`config.mk`:
```
export PLATFORM = sky130hd
export DESIGN_NAME = udclz_stage
export DESIGN_NICKNAME = d
export VERILOG_FILES = /design/src/design/udclz_stage.sv
export SDC_FILE = /design/constraint.sdc
export NUM_CORES = 1
export LEC_CHECK = 0
export BUFFER_PORTS_ARGS = -buffer_cell sky130_fd_sc_hd__buf_2
export CELL_PAD_IN_SITES_DETAIL_PLACEMENT = 0
export CELL_PAD_IN_SITES_GLOBAL_PLACEMENT = 2
export CORE_MARGIN = 5
export CORE_UTILIZATION = 27
export CTS_CLUSTER_SIZE = 10
export DETAILED_ROUTE_END_ITERATION = 10
export PLACE_DENSITY_LB_ADDON = 0.08
export SYNTH_ARGS = -nofsm -noshare
export SYNTH_HDL_FRONTEND = slang
export SYNTH_SLANG_ARGS = --single-unit
export TNS_END_PERCENT = 5
```
`constraint.sdc`:
```
create_clock -name clk -period 2.7 [get_ports clk]
set_input_delay 0.135 -clock clk [delete_from_list [all_inputs] [get_ports clk]]
set_output_delay 0.135 -clock clk [all_outputs]
set_load 0.03 [all_outputs]
```
`src/design/udclz_stage.sv`:
```
`timescale 1ns / 1ps
// ----------------------------------------------------------------------------
// udclz_stage
// One restoring division step with its pipeline register.
// ----------------------------------------------------------------------------
module udclz_stage #(
  parameter int unsigned DATA_WIDTH = 32
) (
  input  logic                  clk,
  input  logic                  rst_n,
  input  logic                  en,
  input  logic                  vld_in,
  input  logic [DATA_WIDTH-1:0] rem_in,
  input  logic [DATA_WIDTH-1:0] num_in,
  input  logic [DATA_WIDTH-1:0] quo_in,
  input  logic [DATA_WIDTH-1:0] den_in,
  output logic                  vld_out,
  output logic [DATA_WIDTH-1:0] rem_out,
  output logic [DATA_WIDTH-1:0] num_out,
  output logic [DATA_WIDTH-1:0] quo_out,
  output logic [DATA_WIDTH-1:0] den_out
);

  logic                  vld_r;
  logic [DATA_WIDTH-1:0] rem_r, rem_nxt;
  logic [DATA_WIDTH-1:0] num_r, num_nxt;
  logic [DATA_WIDTH-1:0] quo_r, quo_nxt;
  logic [DATA_WIDTH-1:0] den_r;
  logic [DATA_WIDTH:0]   shifted;
  logic [DATA_WIDTH:0]   diff;
  logic                  take;

  // Bring down the next dividend bit and try the subtraction
  always_comb begin
    shifted = {rem_in, num_in[DATA_WIDTH-1]};
    take    = (shifted >= {1'b0, den_in});
    diff    = shifted - {1'b0, den_in};
    rem_nxt = take ? diff[DATA_WIDTH-1:0] : shifted[DATA_WIDTH-1:0];
    num_nxt = {num_in[DATA_WIDTH-2:0], 1'b0};
    quo_nxt = {quo_in[DATA_WIDTH-2:0], take};
  end

  always_ff @(posedge clk) begin
    if (!rst_n) begin
      vld_r <= 1'b0;
    end else if (en) begin
      vld_r <= vld_in;
    end
  end

  always_ff @(posedge clk) begin
    if (en) begin
      rem_r <= rem_nxt;
      num_r <= num_nxt;
      quo_r <= quo_nxt;
      den_r <= den_in;
    end
  end

  assign vld_out = vld_r;
  assign rem_out = rem_r;
  assign num_out = num_r;
  assign quo_out = quo_r;
  assign den_out = den_r;

endmodule

```
==> metrics.txt, run 1 <==
async set-reset flop share out of synthesis 0%; Peak VDD IR ~350 uV; first-pass GRT wire length between 30 and 40 mm; Critical Path RT between 2 and 3 ns; port bufs 258; worst setup path class primary input to register; largest net degree at the start of global routing 46; overall die width ~160 um; area of the core about 22,000 sq um; area grow syn2layout 62.1%; Max Buffers Root-to-Sink 2; dpl cell area just over 8000 sq um; Yosys reg bits 128; critical-path maximum fanout 12; Cell variety after synth 49; layout cells sized above 1 between 40% and 50%; Mean Syn Cell Area between 10 and 15 sq um; Starting Density between 20 and 30%; Storage cell area approximately 3800 sq um; CTS sink cnt 128; number of diodes 0; Hold WC Path Type primary input to register; Synth Cell Area slightly above 6000 sq um; RSZ-0062 raised after global routing true; worst r2r src vld_out; outcome completed; Die Area between 20,000 and 30,000 sq um; via count 5,223; Syn. warnings 0; Top FF cell, synth edfxtp_1; Multi-input gate area about 2200 sq um; Die Span Y between 150 and 200 um; post-synthesis sequential area ratio between 60 and 70%; Post-DRT Antenna Nets 0; CP Capture Point rem_out[28]; Mapped Cells between 400 and 500; TNS Setup 0 ns; cts bufs inserted 17; Final setup viols 0; Clock Skew 0 ns; Global Route Usage Sum around 15%; Fmax approximately 400 MHz; Leak Pwr 0.00434 uW; Critical path origin den_in[30]; Design Area, Final 9830 sq um; later-pin clock latency in the skew report 0.41 ns; Final Max Slew Viols 0; vias per cell ~4.4; kind of end point of the critical path register; vias in the first global route 5,677; commonest non-fill, non-tap cell in the layout buf_2; Worst Setup Start Kind primary input; maxcap violations 0; post-detail-place hpwl around 15 mm; Period Utilization, post-route between 90% and 100%; post-layout minimum cycle time around 2.6 ns; number of H-tree levels 4; CTS clock-pin slew for the worst setup and hold paths approximately 0.06 ns; Final Hold Viols 0; Mapped Nets 640; Post-synth EDFFs 127; Worst R2R Setup Slack roughly 1.6 ns; First-pass DRT Iterations 4; Final Net Count roughly 1,100; r2r endpoint vld_out; final WL 20.0 mm; pwr dens 649 nW/um^2; # DRC 0; Root Driver clkbuf_16; FF-to-FF path depth 3; crit path DAT roughly 2.7 ns; boundary pin count ~260; Avg WL per Cell about 17 um; total grt overflow 0; Iteration-0 DRC Markers 278; Fill cells 2,084; CTS tree built; std cell rows 54; initial antenna violation count 1; Placer Congestion 0.799; commonest cells after routing, fill and taps aside 257 x buf_2, 127 x edfxtp_1, 94 x dlygate4sd3_1
## repair_timing
action | in CTS | in global routing
setup buffers | 0 | 1
pin swaps | 0 | 4
gates resized for setup | 1 | 9
endpoints found under the setup margin | 1 | 20
hold buffers | 94 | 0
hold endpoints to repair | 93 | 0
## how the worst min path moves through the flow
stage,from,to,slack [ns],cells after the start
final,den_in[7],den_out[7],0.02,1
after global routing,den_in[7],den_out[7],0.01,1
after CTS,den_in[7],den_out[7],0.006,1
after detailed placement,num_in[11],num_out[12],0.31,1
after global placement,quo_in[20],quo_out[21],0.31,1
after floorplan,den_in[0],den_out[0],0.23,0
## logic make-up (layout without fill, tap and decap cells)
logic type / after synthesis / in the layout / synth area share [%]
adders and majority gates: 33 / 33 / 6.93
AOI/OAI and AO/OA: 118 / 118 / 12.1
buffers and inverters: 56 / 490 / 3.90
muxes: 13 / 13 / 2.35
and+or+nand+nor: 99 / 99 / 7.57
DFF: 128 / 128 / 63.2
other: 1 / 1 / 0.0618
xor gates and xnor gates: 27 / 27 / 3.90
## flip-flops by register name, summed over array words and instances (netlist names)
name     cells
den_out     32
num_out     31
quo_out     32
rem_out     32
vld_out      1
## layer usage
layer | up-vias | routed length [um] | global-route usage, %
met1 | 2405 | 8840 | 19.2
met5 | - | 7 | 0
met2 | 205 | 9590 | 26.1
li1 | 2595 | - | -
met3 | 16 | 1340 | 4.41
met4 | 2 | 233 | 4.30
## worst max-delay path, cell delays in order
cell,delay (ns)
dlygate4sd3_1,0.55
buf_2,0.12
inv_1,0.04
ha_1,0.34
a21o_1,0.20
a211o_1,0.30
a31oi_1,0.21
o21a_1,0.20
o31ai_4,0.09
buf_4,0.21
buf_4,0.16
a41o_1,0.17
## synthesized netlist by cell type, types with 2 or more instances
library cell,n,area (sq um)
a21o_1,12,90.1
nor2_1,36,135
nand2_1,27,101
inv_1,38,143
nor2b_1,3,18.8
o41ai_1,2,17.5
xnor2_1,16,140
mux2_1,4,45.0
nand3_1,8,40.0
nand4_1,7,43.8
buf_2,8,40.0
nand2b_1,4,25.0
o21a_1,6,45.0
mux2_2,6,67.6
clkbuf_1,5,18.8
a211oi_1,3,22.5
nor3_1,2,10.0
o211ai_1,4,30.0
and4_1,2,17.5
buf_4,4,30.0
o22ai_1,2,12.5
a31oi_1,5,31.3
a21oi_1,54,270
a211o_1,2,17.5
o21ai_0,16,80.1
xor2_1,11,96.3
o21bai_1,3,22.5
a2bb2oi_1,2,17.5
nor4_1,4,25.0
ha_1,32,400
edfxtp_1,127,3810
mux2i_1,3,30.0
## power by group
part           switching (uW)  total [uW]  leakage [uW]  internal [uW]
Sequential               49.0        2470       0.00125           2420
Clock                     994        2290      0.000269           1300
Combinational             964        1620       0.00282            654
Total                    2010        6380       0.00434           4370
## layout make-up
| type | count | area share [%] |
|---|---|---|
| clock inverter | 15 | 1.50 |
| multi-input combinational | 291 | 22.0 |
| inverter | 38 | 1.58 |
| tap | 280 | 3.56 |
| sequential | 128 | 39.0 |
| clock buffer | 17 | 4.33 |
| timing repair buffer | 420 | 28.1 |
## per-stage QoR
step	hold slack, ns	std cells	worst slack (ns)	utilization, %	power (uW)
after floorplan	0.234	475	-0.0889	-	3440
after global placement	0.312	1062	-0.368	37.7	4030
after detailed placement	0.313	1062	-0.466	37.7	4020
after CTS	0.00634	1188	0.00865	44.6	6460
after global routing	0.00990	1189	-0.00100	44.8	6700
final	0.0228	1189	0.133	44.8	6380
Note: power is estimated with default switching activity, not from simulation.
==> inputs of run 2 (changes only) <==
Clock period 2.7 ns to 2.08 ns, I/O delays scaled along.
==> run 2 against run 1 <==
The run now ends with negative setup slack left. Total power up 32%. Wire length is 1.7% higher. Critical path depth unchanged. Via count up 4.7%. Die area unchanged. Register-to-register slack got worse by 0.61 ns. Sequential share of layout area shrank 2.4 points. Cell area up 6.5%. First-iteration DRC count down 21%. Worst setup slack worse by 0.58 ns. Critical endpoint is now rem_out[6].
==> metrics.txt, run 2 (synthesis results as in run 1) <==
Worst Setup Start Kind primary input; overall die width between 150 and 200 um; worst r2r src vld_out; post-detail-place hpwl about 15 mm; GR Util met3 5.13%; grt peak-use layer met2; # DRC 0; worst setup path class primary input to register; RSZ-0062 raised after global routing true; Starting Density between 20% and 30%; Leak Pwr around 0.0047 uW; Clock Skew 0 ns; commonest cells after routing, fill and taps aside 249 x buf_2, 127 x edfxtp_1, 104 x buf_4; Sw Share 31.9%; Post-DRT Antenna Nets 0; Comb pwr share 27.3%; area of the core roughly 22,000 sq um; internal power ~5700 uW; initial antenna violation count 0; Net Switching between 2000 and 3000 uW; Final Max Slew Viols 0; boundary pin count between 200 and 300; Critical Path RT around 2.3 ns; Avg WL per Cell roughly 16 um; FF-to-FF path depth 3; kind of end point of the critical path register; Iteration-0 DRC Markers 220; Final Hold Viols 0; Critical path origin rem_in[15]; CTS clock-pin slew for the worst setup and hold paths approximately 0.070 ns; largest net degree at the start of global routing 69; final WL about 20 mm; Setup Slack @ Placement -1.04 ns; commonest non-fill, non-tap cell in the layout buf_2; layout cells sized above 1 46.8%; number of H-tree levels 4; Global Route Usage Sum between 10% and 20%; Final Net Count between 1,000 and 1,500; later-pin clock latency in the skew report 0.42 ns; number of diodes 0; failing checks negative setup slack; Final setup viols 33; r2r endpoint vld_out; Die Area between 20,000 and 30,000 sq um; maxcap violations 0; Pwr Total around 8400 uW; std cell rows 54; outcome complete, but fails checks; via count about 5,500; met1 Usage GRT 18.5%; Fmax approximately 400 MHz; Clk pwr share between 30% and 40%; Peak VDD IR ~470 uV; total grt overflow 0; area grow syn2layout 72.5%; Util after Layout a little under half; post-layout minimum cycle time roughly 2.5 ns; Max Buffers Root-to-Sink 2; hold slack around 0.020 ns; met2 usage between 20% and 30%; Design Area, Final about 10,000 sq um; Fill cells roughly 2,000; vias in the first global route just under 6,000; Sequential Power Share a little under two fifths; vias per cell approximately 4.4; final worst setup slack -0.448 ns; dpl cell area between 8000 and 9000 sq um; CP Capture Point rem_out[6]; CTS tree built; CTS sink cnt 128; crit path DAT approximately 2.7 ns; Hold WC Path Type primary input to register; First-pass DRT Iterations 4; Worst R2R Setup Slack 0.94 ns; Root Driver clkbuf_16; port bufs between 200 and 300; critical-path maximum fanout 5; Period Utilization, post-route 122%; cts bufs inserted 17; pwr dens between 800 and 900 nW/um^2; first-pass GRT wire length ~31 mm; Placer Congestion 0.814; Die Span Y 160 um
run 2: changes by cell type in the layout (fill, tap and decap cells not counted), moves of 3 or more:
cell	before	now
buf_2	257	249
mux2_4	4	10
dlygate4sd3_1	94	101
buf_12	1	4
a21oi_2	3	8
mux2_2	6	0
inv_8	2	5
buf_6	1	13
buf_4	67	104
clkinvlp_4	4	1
a21oi_1	51	46
inv_1	34	31
run 2: cell type report:
cell class	count	area, sq um	share of cell area [%]
Tap cell	280	350	3.35
Clock inverter	15	146	1.40
Timing Repair Buffer	474	3330	31.8
Clock buffer	17	425	4.06
Inverter	38	160	1.53
Multi-Input combinational cell	291	2220	21.2
Sequential cell	128	3830	36.6
run 2: worst min-delay path by stage:
stage	start	to	slack (ns)	cells past startpoint
after floorplan	den_in[0]	den_out[0]	0.20	0
after global placement	quo_in[26]	quo_out[27]	0.28	1
after detailed placement	quo_in[20]	quo_out[21]	0.28	1
after CTS	rem_in[3]	rem_out[4]	0.004	2
after global routing	rem_in[6]	rem_out[7]	0.01	2
final	rem_in[14]	rem_out[15]	0.02	3
run 2: power groups by stage:
stage / clock [uW] / sequential, uW / combinational, uW
2_1_floorplan: 0 / 3800 / 669
3_3_place_gp: 0 / 3260 / 2050
3_5_place_dp: 0 / 3260 / 2050
4_1_cts: 3020 / 3210 / 2230
5_1_grt: 3140 / 3230 / 2480
6_report: 2920 / 3210 / 2300
run 2: repair_timing:
item / in CTS / in global routing
pin swaps: 3 / 13
resized for setup: 9 / 43
gates cloned: 0 / 2
endpoints found under the hold margin: 105 / 0
setup endpoints to repair: 33 / 33
hold buffers: 101 / 0
setup buffers: 1 / 5
run 2: stage by stage:
| step | setup TNS, ns | cells |
|---|---|---|
| after floorplan | -19.39 | 475 |
| after global placement | -25.41 | 1102 |
| after detailed placement | -25.57 | 1102 |
| after CTS | -10.81 | 1236 |
| after global routing | -14.81 | 1243 |
| final | -11.89 | 1243 |
run 2: worst max-delay path, cell delays in order:
cell       delay [ns]
buf_2            0.12
ha_4             0.26
nand4_1          0.16
or4_1            0.56
a21oi_2          0.17
nor3_4           0.07
a211oi_2         0.24
o21ai_2          0.12
o31ai_4          0.28
buf_4            0.16
clkbuf_16        0.14
mux2_4           0.30
run 2: metal layers:
layer  share of wire, %  vias up  wire, um
met2                 48      209      9840
met1                 43     2531      8720
li1                   -     2710         -
met4                1.3        0       272
met3                7.4       19      1520
met5                  0        -         0
